--- src/rtl/fcr_pkg.sv ---
`default_nettype none
package fcr_pkg;

  localparam int PAYLOAD_LEN = 20;
  localparam int WORD_COUNT  = 5;
  localparam int WORD_W      = 32;
  localparam int BYTE_W      = 8;
  localparam int INDEX_W     = 5;
  localparam int TIMER_W     = 16;
  localparam int CFG_INDEX_W = 1;
  localparam int CFG_DATA_W  = 16;

  localparam logic [BYTE_W-1:0]  SYNC_RESET    = 8'hAA;
  localparam logic [TIMER_W-1:0] TIMEOUT_RESET = 16'd500;

  localparam logic [CFG_INDEX_W-1:0] REG_SYNC_BYTE     = 1'b0;
  localparam logic [CFG_INDEX_W-1:0] REG_TIMEOUT_TICKS = 1'b1;

  localparam logic CMD_BYTE = 1'b0;
  localparam logic CMD_TICK = 1'b1;

  typedef enum logic [1:0] {
    ST_OK      = 2'd0,
    ST_BAD     = 2'd1,
    ST_TIMEOUT = 2'd2
  } status_t;

  typedef enum logic [1:0] {
    PH_HUNT    = 2'd0,
    PH_PAYLOAD = 2'd1,
    PH_CHECK   = 2'd2
  } phase_t;

  typedef logic [WORD_COUNT-1:0][WORD_W-1:0] word_arr_t;

  typedef struct packed {
    logic              cmd;
    logic [BYTE_W-1:0] data_byte;
  } fcr_in_t;

  typedef struct packed {
    logic [1:0]               status;
    logic signed [WORD_W-1:0] x_value;
    logic signed [WORD_W-1:0] y_value;
    logic signed [WORD_W-1:0] rot_value;
    logic signed [WORD_W-1:0] aux_one;
    logic signed [WORD_W-1:0] aux_two;
    logic                     controller_present;
  } fcr_out_t;

  typedef struct packed {
    logic done;
    logic match;
  } frame_evt_t;

endpackage
`default_nettype wire

--- src/rtl/fcr_framer.sv ---
`default_nettype none
module fcr_framer (
  input  wire logic                      clk,
  input  wire logic                      rst,
  input  wire logic                      step,
  input  wire logic [fcr_pkg::BYTE_W-1:0] data_byte,
  input  wire logic [fcr_pkg::BYTE_W-1:0] sync_byte,
  output fcr_pkg::frame_evt_t            evt,
  output fcr_pkg::word_arr_t             words
);
  import fcr_pkg::*;

  phase_t                 phase;
  phase_t                 phase_next;
  logic [INDEX_W-1:0]     byte_index;
  logic [INDEX_W-1:0]     byte_index_next;
  logic [BYTE_W-1:0]      running_sum;
  logic [BYTE_W-1:0]      running_sum_next;
  logic                   shift_en;
  logic [BYTE_W-1:0]      payload_store [PAYLOAD_LEN];

  always_comb begin
    phase_next       = phase;
    byte_index_next  = byte_index;
    running_sum_next = running_sum;
    case (phase)
      PH_PAYLOAD: begin
        running_sum_next = running_sum + data_byte;
        byte_index_next  = byte_index + 1'b1;
        if (byte_index == INDEX_W'(PAYLOAD_LEN - 1)) begin
          phase_next = PH_CHECK;
        end
      end
      PH_CHECK: begin
        phase_next      = PH_HUNT;
        byte_index_next = '0;
      end
      default: begin
        phase_next = PH_HUNT;
        if (data_byte == sync_byte) begin
          running_sum_next = data_byte;
          byte_index_next  = '0;
          phase_next       = PH_PAYLOAD;
        end
      end
    endcase
  end

  always_comb begin
    shift_en  = step && (phase == PH_PAYLOAD);
    evt.done  = step && (phase == PH_CHECK);
    evt.match = (running_sum == data_byte);
  end

  always_ff @(posedge clk) begin
    if (rst) begin
      phase       <= PH_HUNT;
      byte_index  <= '0;
      running_sum <= '0;
    end else if (step) begin
      phase       <= phase_next;
      byte_index  <= byte_index_next;
      running_sum <= running_sum_next;
    end
  end

  // shift in payload bytes; the first byte ends up in entry zero
  always_ff @(posedge clk) begin
    if (shift_en) begin
      for (int i = 0; i < PAYLOAD_LEN - 1; i++) begin
        payload_store[i] <= payload_store[i+1];
      end
      payload_store[PAYLOAD_LEN-1] <= data_byte;
    end
  end

  always_comb begin
    for (int k = 0; k < WORD_COUNT; k++) begin
      words[k] = {payload_store[4*k+3], payload_store[4*k+2],
                  payload_store[4*k+1], payload_store[4*k]};
    end
  end

endmodule
`default_nettype wire

--- src/rtl/fcr_timer.sv ---
`default_nettype none
module fcr_timer (
  input  wire logic                        clk,
  input  wire logic                        rst,
  input  wire logic                        tick,
  input  wire logic                        clear,
  input  wire logic [fcr_pkg::TIMER_W-1:0] timeout_ticks,
  output logic                             fire
);
  import fcr_pkg::*;

  logic [TIMER_W-1:0] idle_count;
  logic [TIMER_W-1:0] idle_count_next;

  always_comb begin
    fire            = tick && (idle_count >= timeout_ticks);
    idle_count_next = idle_count;
    if (clear || fire) begin
      idle_count_next = '0;
    end else if (tick) begin
      idle_count_next = idle_count + 1'b1;
    end
  end

  always_ff @(posedge clk) begin
    if (rst) begin
      idle_count <= '0;
    end else begin
      idle_count <= idle_count_next;
    end
  end

endmodule
`default_nettype wire

--- src/rtl/framed_command_receiver.sv ---
`default_nettype none
// Framed command receiver. Each input transfer is either a received serial byte
// or a one millisecond tick. The block hunts for the sync byte, collects a
// 20-byte payload and a checksum byte (8-bit sum of sync and payload), and on a
// match latches five little-endian signed 32-bit words and reports status 0; a
// mismatch reports status 1 and keeps the old words. A tick that finds the idle
// count at or above timeout_ticks zeroes x, y and rotation and reports status 2.
// Every result carries all latched words after the update. Throughput is one
// item per cycle unless a stalled result holds the input; the input register
// feeds the parser and the result register behind it holds each result.
// Register 0 is sync_byte, register 1 is timeout_ticks; writes are always ready.
module framed_command_receiver (
  input  wire logic                            clk,
  input  wire logic                            rst,
  input  wire logic                            item_valid,
  output logic                                 item_stall,
  input  wire fcr_pkg::fcr_in_t                item,
  output logic                                 result_valid,
  input  wire logic                            result_stall,
  output fcr_pkg::fcr_out_t                    result,
  input  wire logic                            cfg_valid,
  output logic                                 cfg_ready,
  input  wire logic [fcr_pkg::CFG_INDEX_W-1:0] cfg_index,
  input  wire logic [fcr_pkg::CFG_DATA_W-1:0]  cfg_data
);
  import fcr_pkg::*;

  logic               in_valid;
  fcr_in_t            in_item;
  logic               advance;
  logic               byte_step;
  logic               tick_step;
  logic [BYTE_W-1:0]  sync_byte;
  logic [TIMER_W-1:0] timeout_ticks;
  frame_evt_t         evt;
  word_arr_t          frame_words;
  word_arr_t          latched_words;
  word_arr_t          latched_words_next;
  logic               fire;
  logic               frame_ok;
  logic               has_result;
  status_t            status_next;

  assign cfg_ready  = 1'b1;
  assign advance    = in_valid && (!result_valid || !result_stall);
  assign item_stall = in_valid && !advance;
  assign byte_step  = advance && (in_item.cmd == CMD_BYTE);
  assign tick_step  = advance && (in_item.cmd == CMD_TICK);

  always_ff @(posedge clk) begin
    if (rst) begin
      sync_byte     <= SYNC_RESET;
      timeout_ticks <= TIMEOUT_RESET;
    end else if (cfg_valid && cfg_ready) begin
      case (cfg_index)
        REG_SYNC_BYTE:     sync_byte     <= cfg_data[BYTE_W-1:0];
        REG_TIMEOUT_TICKS: timeout_ticks <= cfg_data[TIMER_W-1:0];
        default: ;
      endcase
    end
  end

  // hold the input register until it is consumed
  always_ff @(posedge clk) begin
    if (rst) begin
      in_valid <= 1'b0;
    end else if (!item_stall) begin
      in_valid <= item_valid;
    end
  end

  always_ff @(posedge clk) begin
    if (!item_stall && item_valid) begin
      in_item <= item;
    end
  end

  fcr_framer u_framer (
    .clk       (clk),
    .rst       (rst),
    .step      (byte_step),
    .data_byte (in_item.data_byte),
    .sync_byte (sync_byte),
    .evt       (evt),
    .words     (frame_words)
  );

  fcr_timer u_timer (
    .clk           (clk),
    .rst           (rst),
    .tick          (tick_step),
    .clear         (frame_ok),
    .timeout_ticks (timeout_ticks),
    .fire          (fire)
  );

  always_comb begin
    frame_ok           = evt.done && evt.match;
    has_result         = evt.done || fire;
    latched_words_next = latched_words;
    status_next        = ST_OK;
    if (fire) begin
      latched_words_next[0] = '0;
      latched_words_next[1] = '0;
      latched_words_next[2] = '0;
      status_next           = ST_TIMEOUT;
    end else if (frame_ok) begin
      latched_words_next = frame_words;
    end else if (evt.done) begin
      status_next = ST_BAD;
    end
  end

  always_ff @(posedge clk) begin
    if (rst) begin
      latched_words <= '0;
    end else begin
      latched_words <= latched_words_next;
    end
  end

  always_ff @(posedge clk) begin
    if (rst) begin
      result_valid <= 1'b0;
    end else if (advance) begin
      result_valid <= has_result;
    end else if (!result_stall) begin
      result_valid <= 1'b0;
    end
  end

  always_ff @(posedge clk) begin
    if (advance && has_result) begin
      result.status             <= status_next;
      result.x_value            <= $signed(latched_words_next[0]);
      result.y_value            <= $signed(latched_words_next[1]);
      result.rot_value          <= $signed(latched_words_next[2]);
      result.aux_one            <= $signed(latched_words_next[3]);
      result.aux_two            <= $signed(latched_words_next[4]);
      result.controller_present <= (latched_words_next[4] != '0);
    end
  end

endmodule
`default_nettype wire

--- config.mk ---
export PLATFORM = sky130hd
export DESIGN_NAME = framed_command_receiver
export DESIGN_NICKNAME = d
export VERILOG_FILES = /design/src/rtl/fcr_pkg.sv /design/src/rtl/fcr_framer.sv /design/src/rtl/fcr_timer.sv /design/src/rtl/framed_command_receiver.sv
export SDC_FILE = /design/constraint.sdc
export NUM_CORES = 1
export LEC_CHECK = 0
export BUFFER_PORTS_ARGS = -buffer_cell sky130_fd_sc_hd__buf_4
export CAP_MARGIN = 20
export CELL_PAD_IN_SITES_DETAIL_PLACEMENT = 0
export CELL_PAD_IN_SITES_GLOBAL_PLACEMENT = 1
export CORE_ASPECT_RATIO = 0.5
export CORE_MARGIN = 4
export CORE_UTILIZATION = 40
export CTS_CLUSTER_DIAMETER = 120
export CTS_CLUSTER_SIZE = 10
export DETAILED_ROUTE_END_ITERATION = 7
export PLACE_DENSITY = 0.76
export SYNTH_ARGS = -nofsm -noshare
export SYNTH_HDL_FRONTEND = slang
export SYNTH_SLANG_ARGS = --single-unit
export TNS_END_PERCENT = 30
--- constraint.sdc ---
create_clock -name clk -period 13.65 [get_ports clk]
set_input_delay 0 -clock clk [delete_from_list [all_inputs] [get_ports clk]]
set_output_delay 0 -clock clk [all_outputs]
set_load 0.03 [all_outputs]
# After elaboration in Yosys (flattened, before gate mapping)
# Memory sizes are Yosys's and may differ from the RTL's.
# Index checks and enable logic that the tools add are counted.
# classes
n_mux	16
eq_ne	7
magnitude_cmp	1
addsub	3
bitwise	3
reduce_logical	27
# ops
cell	count
two-way mux 160 bit	1
two-way mux 96 bit	1
two-way mux 64 bit	1
nonzero test 32 bit	1
adder 16 x 1 -> 16 bit, second input constant	1
equality test 8 bit	2
>= comparator 16 bit	1
case mux 8 bit (2 select lines)	1
logical AND 1 bit	10
case mux 5 bit (2 select lines)	1
adder 8 bit	1
two-way mux 8 bit	1
AND reduction 2 bit	4
two-way mux 1 bit	6
adder 5 x 1 -> 5 bit, second input constant	1
equality test 5 bit, second input constant	1
two-way mux 5 bit	1
zero test 1 bit	4
two-way mux 2 bit	2
!= test 2 x 1 -> 1 bit, second input constant	2
case mux 2 bit (2 select lines)	1
OR reduction 2 bit	2
logical OR 1 bit	3
NOT 1 bit	3
other kinds (5)	5
# totals
out_inout_bits	166
mem_count	1
reg_bits	389
wordCells	81
ramBits	160
input_bits	31
# mem_list
memory	depth	word_bits	rd	rd_ports_with_merged_regs	wr	line_no	rtl
u_framer.payload_store	20	8	20	0	20	fcr_framer.sv:20	logic [BYTE_W-1:0] payload_store [PAYLOAD_LEN];

# Logic depth before layout (Yosys ltp)
# Gate-level depths: netlist of the first run.
# depth
word_depth	9
depth_mapped	11
ltp_nobuf	9

# Modules after synthesis
# Synthesis of the first run repeated with hierarchy kept, for this count alone.
# hier_totals
hier_cells	1398
hier_area_um2	19912.8
# by_module_without_submodules
mod	instances	seq_area_each_um2	area_each_um2	cells_each
framed_command_receiver	1	8888.5	12758.5	957
fcr_framer	1	5104.9	5977.0	301
fcr_timer	1	320.3	1177.4	140

# Worst setup path after synthesis of the first run
# Ideal clock, no wire load.
# synth_timing
path_kind	reg2reg
start	register result_valid
end	memory u_framer.payload_store[0][0], enable pin
slack_ns	5.302
setup_time_ns	0.683
required_time_ns	12.967
path_stages_with_launch	4
path_buffers	0
arrival_time_ns	7.665
period_less_slack_ns	8.348
cell_sequence	dfxtp_1 -> a21boi_0 -> nand2b_1 -> nor2_1
# synth_rtl
item	line_no	rtl
start, declared	framed_command_receiver.sv:18	output logic result_valid,
start signal, assigned	framed_command_receiver.sv:126	result_valid <= has_result;
end, declared	fcr_framer.sv:20	

==> results of run 1 <==
[synthesized netlist by cell type (17+ instances only)]
cell / instances
sky130_fd_sc_hd__edfxtp_1: 332
sky130_fd_sc_hd__nor3_1: 24
sky130_fd_sc_hd__ha_1: 27
sky130_fd_sc_hd__dfxtp_1: 217
sky130_fd_sc_hd__nand2_1: 252
sky130_fd_sc_hd__nor4_1: 18
sky130_fd_sc_hd__nor2_1: 22
sky130_fd_sc_hd__xor2_1: 17
sky130_fd_sc_hd__a32o_1: 96
sky130_fd_sc_hd__inv_1: 26
sky130_fd_sc_hd__o21ai_0: 98
sky130_fd_sc_hd__a21oi_1: 26
sky130_fd_sc_hd__mux2_4: 63
sky130_fd_sc_hd__clkbuf_1: 56
sky130_fd_sc_hd__and2_1: 65
[flip-flops by register name, indices dropped and copies added, names as in the netlist, 2 cells and up]
name,cells
result,163
u_framer.payload_store,160
sync_byte,8
u_timer.idle_count,16
latched_words,160
u_framer.byte_index,5
timeout_ticks,16
in_item,9
u_framer.phase,2
u_framer.running_sum,8
[metrics by stage]
step                      setup WS [ps]  hold WS (ps)  cell area, sq um  power (W)  std cells
final                              9400           130             24800    0.00326       2461
after global routing               9040           105             24800    0.00339       2461
after global placement             9370           180             22500    0.00183       2300
after CTS                          9320          98.0             24700    0.00331       2457
after detailed placement           9330           180             22500    0.00183       2300
after floorplan                    5300          98.9             20500    0.00181       1496
[cell families after synthesis]
family / count (synthesis) / synth area share, %
muxes: 76 / 5.26
other: 1 / 0.0183
adders and majority gates: 28 / 1.75
and+or+nand+nor: 438 / 9.96
DFF: 549 / 69.8
xor gates and xnor gates: 26 / 1.11
buffers and inverters: 120 / 2.85
AOI/OAI and AO/OA: 258 / 9.21
[what timing repair did]
action	in CTS	in global routing
endpoints found under the hold margin	48	0
hold buffers	47	0
gates resized for setup	0	0
[power breakdown]
part / internal [W] / leakage (nW) / total [W] / switching (W)
clock: 0.000834 / 0.826 / 0.00145 / 0.000620
combinational: 0.0000257 / 3.45 / 0.0000563 / 0.0000306
sequential: 0.00175 / 5.02 / 0.00175 / 0.00000644
[critical path: cells and delay by family, from the launching register on]
kind	cells	cell delay (ps)
fa+ha+maj	1	530
buf+inv	4	2070
flops	1	330
simple gates	1	880
[layout make-up]
class | instances | area share, %
inverter | 27 | 0.414
sequential | 549 | 57.8
multi-input combinational | 827 | 22.7
clock buffer | 108 | 6.88
timing repair buffer | 258 | 8.55
tap | 690 | 3.49
clock inverter | 2 | 0.187
[worst max-delay path by stage]
stage | start | endpoint | slack (ps)
finish | u_framer.phase[1] | u_framer.payload_store[2][11] | 9400
global route | u_framer.phase[1] | u_framer.payload_store[1][4] | 9040
CTS | u_framer.phase[1] | u_framer.payload_store[2][11] | 9320
detailed placement | u_framer.phase[1] | u_framer.payload_store[0][27] | 9330
global placement | u_framer.phase[1] | u_framer.payload_store[0][24] | 9370
floorplan | result_valid | u_framer.payload_store[0][0] | 5300
[metal layers]
metal	share of wire (%)	GRT usage, %	vias to the layer above	wire length [um]
met4	1.7	3.82	0	762
met1	44	21.0	6102	19500
met3	4.2	2.78	64	1860
li1	-	-	5947	-
met2	50	26.7	242	22300
met5	0	0	-	0
==> Implementation_results.wiki, run 1 <==
{| class="wikitable"
! Metric !! Value
|-
| Critical path data required time || roughly 14,000 ps
|-
| Final period util || between 30% and 40%
|-
| Fin. max-slew vios || 0
|-
| Crit. End Element || register
|-
| Worst reg2reg endpoint || u_framer.payload_store[2][11]
|-
| Cell taking the most area after synthesis || sky130_fd_sc_hd__edfxtp_1
|-
| Origin of the critical flop-to-flop path || u_framer.phase[1]
|-
| Number of iterations in the first detailed-routing pass || 5
|-
| TritonCTS clock tree || done
|-
| Lkg Pwr || between 9 and 10 nW
|-
| Final antenna-violating net count || 0
|-
| Via count of the first global-routing pass || ~12,000
|-
| Max-Cap Viols || 0
|-
| Utilization after layout || between 40% and 50%
|-
| Skew-Pair Late Insertion Delay || 600 ps
|-
| Last weighted congestion value of the routability-driven placer || approximately 0.78
|-
| Number of standard cells after synthesis || between 1,000 and 1,500
|-
| Die width || between 300 and 400 um
|-
| IO buf count || around 200
|-
| Sort of element at the start of the critical path || register
|-
| EDFF count, synth || between 300 and 400
|-
| Total number of clock tree sinks || about 550
|-
| Worst hold path cell count || 2
|-
| Global-route usage over all layers || around 16%
|-
| Wire length of the first global-routing pass || roughly 70 mm
|-
| Sequential share of the synthesized area || a little over two thirds
|-
| Post-synthesis instance area || between 20,000 and 25,000 sq um
|-
| Average footprint of a synthesized cell || roughly 14 sq um
|-
| Most frequent cells in the layout || 332 x sky130_fd_sc_hd__edfxtp_1, 251 x sky130_fd_sc_hd__nand2_1, 217 x sky130_fd_sc_hd__dfxtp_1
|-
| Worst-path maximum fanout || 73
|-
| Flip-flop and latch area || 14,300 sq um
|-
| WL per Instance || between 15 and 20 um
|-
| Minimum period implied by the final worst setup slack || around 4200 ps
|-
| Number of distinct library cell variants in the gate-level netlist after synthesis || between 60 and 70
|-
| NumNets Final || around 1,800
|-
| Hold WC Path Type || in -> reg
|-
| Total Neg Setup Slack || 0 ps
|-
| Core region area || 50,400 sq um
|-
| Number of violations reported at the end of detailed-routing iteration 0 || 1,061
|-
| Number of filler instances in the final layout || around 4,400
|-
| # rows || 58
|-
| R2r setup slk || 9400 ps
|-
| Post-synthesis register bit count || 549
|-
| Hold-critical path endpoint || in_item[2]
|-
| Setup-failing EPs final || 0
|-
| Floorplan die area || 55,100 sq um
|-
| PD cells || 132 nW/um^2
|-
| Root Driver || sky130_fd_sc_hd__clkbuf_16
|-
| Fraction of final layout cells sized beyond drive strength 1 || 19.8%
|-
| Largest buffer count on any clock path || 3
|-
| Post-detailed-placement half-perimeter wirelength || between 20 and 30 mm
|-
| Critical path data arrival time || about 4500 ps
|-
| Primary FF master, synth || sky130_fd_sc_hd__edfxtp_1
|-
| Top cells by area, synth || sky130_fd_sc_hd__edfxtp_1 49%, sky130_fd_sc_hd__dfxtp_1 21%, sky130_fd_sc_hd__a32o_1 4.7%, sky130_fd_sc_hd__mux2_4 4.6%, sky130_fd_sc_hd__nand2_1 4.6%
|-
| Slowest CP cell || sky130_fd_sc_hd__nor2_4
|-
| Highest clock rate || ~240 MHz
|-
| Slew Limit Headroom || 27.5%
|-
| Area share of the largest cell type after synthesis || 48.6%
|-
| Die outline height || between 150 and 200 um
|-
| Number of H-tree levels || 2
|-
| Hold violation count in the final report || 0
|-
| Total congestion overflow after global routing || 0
|-
| Leading cell type in the layout, fill and taps excluded || sky130_fd_sc_hd__edfxtp_1
|-
| Number of top-level pins || slightly below 200
|-
| Worst Tran Pin Value || about 1100 ps
|-
| Reg2Reg Depth || 6
|-
| Worst ir drop on vdd || 0.0912 mV
|-
| Delay contributed by the slowest stage of the critical path || approximately 900 ps
|-
| Maximum number of pins on one net before global-route repair || ~160
|-
| Number of buffers created by CTS || 60
|-
| P&R area growth vs syn || 20.8%
|-
| Initial cell density of the core || about 41%
|-
| Post-detailed-route DRC marker count || 0
|-
| Ratio of routed vias to standard cells || 5.02
|-
| Unrepaired setup endpoints after global routing || no
|-
| Final routed wirelength across all metal layers || about 44 mm
|-
| Startpoint-to-endpoint class of the critical path || reg -> reg
|-
| Ordered cell list for the critical path || inv_1, ha_1, inv_1, nor2_4, buf_4, buf_4
|-
| Outcome || completed
|-
| Number of antenna violations at the first check in global routing || 0
|-
| Synth warn || 0
|-
| Async S/R FF share, synth || 0%
|-
| Count of vias placed by the detailed router || around 12,000
|-
| Final clock skew || approximately 24 ps
|-
| Antenna Cells || 0
|-
| Clock transition at the registers of the reported paths || about 60 ps
|-
| Net count after synthesis || ~1,600
|-
| Multi-input logic area || 5620 sq um
|-
| Post-CTS setup-driven buffer insertion count || 0
|-
| Hold Path Origin || item[2]
|}
No activity file was read; power rests on OpenSTA's default activity.
==> run 2: changes to the inputs <==
- ABC_AREA: unset -> 1
- PLACE_DENSITY: 0.76 -> 0.78
- clock period: 13.65 -> 4 ns (I/O delays scaled with it)
==> run 2 against run 1 <==
Effect of this change:
- synthesized area barely moved
- non-clock buffer count fell by 6
- sequential power rose to 3.4 times the previous value
- setup slack got worse by 8300 ps
- cell count rose by 17%
- clock skew fell by 8.8 ps
- total power rose to 3.4 times the previous value
- utilization barely moved
- die area barely moved
- critical path type unchanged
- sequential cell count did not move
- clock-buffer cell count did not move
- wire length rose by 0.37%
==> Implementation_results.wiki, run 2 <==
{| class="wikitable"
! Metric !! Value
|-
| Outcome || completed
|-
| Core region area || 50,400 sq um (unchanged)
|-
| Die outline height || 168 um (about the same)
|-
| Startpoint-to-endpoint class of the critical path || reg -> reg
|-
| Biggest register || result
|-
| Hold WC Path Type || in -> reg
|-
| Number of buffers created by CTS || 60 (unchanged)
|-
| Highest clock rate || 346 MHz (+47%)
|-
| Skew-Pair Late Insertion Delay || 590 ps (about the same)
|-
| Minimum period implied by the final worst setup slack || 2890 ps (-1350 ps)
|-
| Cts repair resizes || 0 (unchanged)
|-
| Total number of clock tree sinks || 549 (unchanged)
|-
| Worst Tran Pin Value || 961 ps (-125 ps)
|-
| Number of violations reported at the end of detailed-routing iteration 0 || 922 (-13%)
|-
| Sequential share of the synthesized area || 69.9% (about the same)
|-
| PD cells || 450 nW/um^2 (+240%)
|-
| IO buf count || 195 (unchanged)
|-
| Number of antenna violations at the first check in global routing || 0 (unchanged)
|-
| Final period util || 72.3% (+41 points)
|-
| Cell taking the most area after synthesis || sky130_fd_sc_hd__edfxtp_1
|-
| Wire length of the first global-routing pass || 71.2 mm (+2.5%)
|-
| Final clock skew || 15.2 ps (-8.82 ps)
|-
| Leading cell type in the layout, fill and taps excluded || sky130_fd_sc_hd__nand2_1
|-
| Last weighted congestion value of the routability-driven placer || 0.809 (+3.9%)
|-
| Reg2Reg Depth || 8 (+2)
|-
| NumNets Final || 2,190 (+23%)
|-
| # rows || 58 (unchanged)
|-
| Clock transition at the registers of the reported paths || 60 ps (about the same)
|-
| Post-synthesis instance area || 20,500 sq um (about the same)
|-
| Sort of element at the start of the critical path || register
|-
| Hold-critical path endpoint || in_item[7]
|-
| Count of vias placed by the detailed router || 13,200 (+6.9%)
|-
| Initial cell density of the core || 40.6% (about the same)
|-
| Critical path data required time || 4500 ps (-9350 ps)
|-
| Fin. max-slew vios || 0 (unchanged)
|-
| Setup-failing EPs final || 0 (unchanged)
|-
| Global-route usage over all layers || 16.0% (+0.32 points)
|-
| Utilization after layout || 49.1% (about the same)
|-
| Post-placement setup slack || 1130 ps (-8190 ps)
|-
| Via count of the first global-routing pass || 13,100 (+8.9%)
|-
| Worst-path maximum fanout || 170 (+130%)
|-
| Cell area after layout || 24,800 sq um (about the same)
|-
| P&R area growth vs syn || 21.0%
|-
| Critical path data arrival time || 3390 ps (-1060 ps)
|-
| Ratio of routed vias to standard cells || 4.61 (-8.3%)
|-
| Number of H-tree levels || 2 (unchanged)
|-
| Most frequent cells in the layout || 458 x sky130_fd_sc_hd__nand2_1, 332 x sky130_fd_sc_hd__edfxtp_1, 220 x sky130_fd_sc_hd__nor2_1
|-
| Worst reg2reg endpoint || u_timer.idle_count[10]
|-
| Post-detailed-placement half-perimeter wirelength || 27.9 mm (+9.4%)
|-
| Total power draw || 0.0112 W (+240%)
|-
| Crit. End Element || register
|-
| Net count after synthesis || 1,963 (+26%)
|-
| TritonCTS clock tree || done
|-
| Fraction of final layout cells sized beyond drive strength 1 || 15.3% (-4.5 points)
|-
| Average footprint of a synthesized cell || 10.8 sq um (-21%)
|-
| Post-CTS setup-driven buffer insertion count || 0 (unchanged)
|-
| Post-synthesis register bit count || 549 (unchanged)
|-
| Worst hold path cell count || 2 (unchanged)
|-
| Async S/R FF share, synth || 0% (unchanged)
|-
| Final antenna-violating net count || 0 (unchanged)
|-
| Number of standard cells after synthesis || 1,904 (+27%)
|-
| Hold Path Origin || item[7]
|-
| Area share of the largest cell type after synthesis || 48.7% (about the same)
|-
| Total congestion overflow after global routing || 0 (unchanged)
|-
| Unrepaired setup endpoints after global routing || no
|-
| Synth warn || 0 (unchanged)
|-
| Final worst slack || 1110 ps (-8300 ps)
|-
| Maximum number of pins on one net before global-route repair || 171 (+4.9%)
|-
| Die width || 328 um (about the same)
|-
| Number of top-level pins || 197 (unchanged)
|-
| Antenna Cells || 0 (unchanged)
|-
| EDFF count, synth || 332 (unchanged)
|-
| WL per Instance || 15.5 um (-14%)
|-
| Most instantiated library cell after synthesis || sky130_fd_sc_hd__nand2_1
|-
| Top cells by instance count after synthesis || 459 x sky130_fd_sc_hd__nand2_1, 332 x sky130_fd_sc_hd__edfxtp_1, 221 x sky130_fd_sc_hd__nor2_1
|-
| Lkg Pwr || 10.2 nW (+10%)
|-
| Number of hold-repair buffers added at the cts stage || 34 (-28%)
|-
| Primary FF master, synth || sky130_fd_sc_hd__edfxtp_1
|-
| R2r setup slk || 1110 ps (-8300 ps)
|-
| Max-Cap Viols || 0 (unchanged)
|-
| Biggest regs || result (163), latched_words (160), u_framer.payload_store (160)
|-
| Largest buffer count on any clock path || 3 (unchanged)
|-
| Final routed wirelength across all metal layers || 44.6 mm (+0.37%)
|-
| Number of distinct library cell variants in the gate-level netlist after synthesis || 40 (-34%)
|-
| Number of iterations in the first detailed-routing pass || 5 (unchanged)
|-
| Hold violation count in the final report || 0 (unchanged)
|-
| Standard cell area after detailed placement || 22,700 sq um (+1.1%)
|-
| Worst ir drop on vdd || 0.331 mV (+260%)
|-
| Post-detailed-route DRC marker count || 0 (unchanged)
|-
| Slew Limit Headroom || 35.9% (+8.4 points)
|-
| Number of flip-flops in the largest register || 163 (unchanged)
|-
| Root Driver || sky130_fd_sc_hd__clkbuf_16
|-
| Floorplan die area || 55,100 sq um (about the same)
|-
| Top cells by area, synth || sky130_fd_sc_hd__edfxtp_1 49%, sky130_fd_sc_hd__dfxtp_1 21%, sky130_fd_sc_hd__nand2_1 8.4%, sky130_fd_sc_hd__nor2_1 4.1%, sky130_fd_sc_hd__inv_1 4.0%
|-
| Origin of the critical flop-to-flop path || in_item[2]
|}
==> run 2: cell types whose count changed after synthesis, moves of 56 or more <==
cell and change:
sky130_fd_sc_hd__o21ai_0 -56, sky130_fd_sc_hd__nor2_1 +199, sky130_fd_sc_hd__mux2_4 -63, sky130_fd_sc_hd__and2_1 -65, sky130_fd_sc_hd__nor3_1 +69, sky130_fd_sc_hd__nand2_1 +207, sky130_fd_sc_hd__a32o_1 -96, sky130_fd_sc_hd__inv_1 +192
==> run 2: cell type report <==
cell class                 count  area, sq um
clock buffer                 108         1700
multi-input combinational   1046         4940
tap                          690          863
sequential                   549        14300
fill                        4624        25700
timing repair buffer         252         2110
clock inverter                 2         17.5
inverter                     222          841
==> run 2: layer usage <==
| layer | vias to the layer above | wire, um | GRT usage (%) |
|---|---|---|---|
| li1 | 6636 | - | - |
| met1 | 6314 | 19400 | 20.1 |
| met2 | 187 | 22700 | 29.0 |
| met3 | 75 | 1650 | 2.84 |
| met4 | 0 | 838 | 3.66 |
| met5 | - | 0 | 0 |
==> run 2: where the power goes <==
part           total, W  switching (W)  internal [W]
Sequential      0.00599      0.0000178       0.00597
Clock           0.00494        0.00210       0.00284
Combinational  0.000225       0.000139     0.0000861
Total            0.0112        0.00226       0.00889
==> run 2: worst max-delay path: stages, from the launching register on <==
cell and delay, ps:
sky130_fd_sc_hd__edfxtp_1 450, sky130_fd_sc_hd__ha_1 440, sky130_fd_sc_hd__nor2_1 80, sky130_fd_sc_hd__nand2_1 110
sky130_fd_sc_hd__nor2_4 50, sky130_fd_sc_hd__nand3_4 100, sky130_fd_sc_hd__buf_12 440, sky130_fd_sc_hd__nand3_1 660
sky130_fd_sc_hd__nor2_1 250
==> run 2: stage by stage <==
step	TNS, ps	hold slack [ps]	std cells
floorplan	-202160	98.9	1904
global placement	0	180	2725
detailed placement	0	181	2725
CTS	0	97.7	2869
global route	0	121	2869
finish	0	136	2869
==> run 2: logic make-up after synthesis <==
logic type / synth area share [%]
buffers and inverters: 6.06
xor gates and xnor gates: 1.28
and+or+nand+nor: 18.1
AOI/OAI and AO/OA: 2.94
other: 0.0183
DFF: 69.9
adders and majority gates: 1.75
==> run 2: worst max path at each step <==
stage                     depth (start not counted)    startpoint                endpoint
final                                             8    in_item[2]  u_timer.idle_count[10]
after global routing                              8    in_item[2]   u_timer.idle_count[8]
after CTS                                         8    in_item[2]  u_timer.idle_count[10]
after global placement                            8    in_item[2]  u_timer.idle_count[13]
after detailed placement                          8    in_item[2]   u_timer.idle_count[1]
after floorplan                                   6  result_valid               result[0]
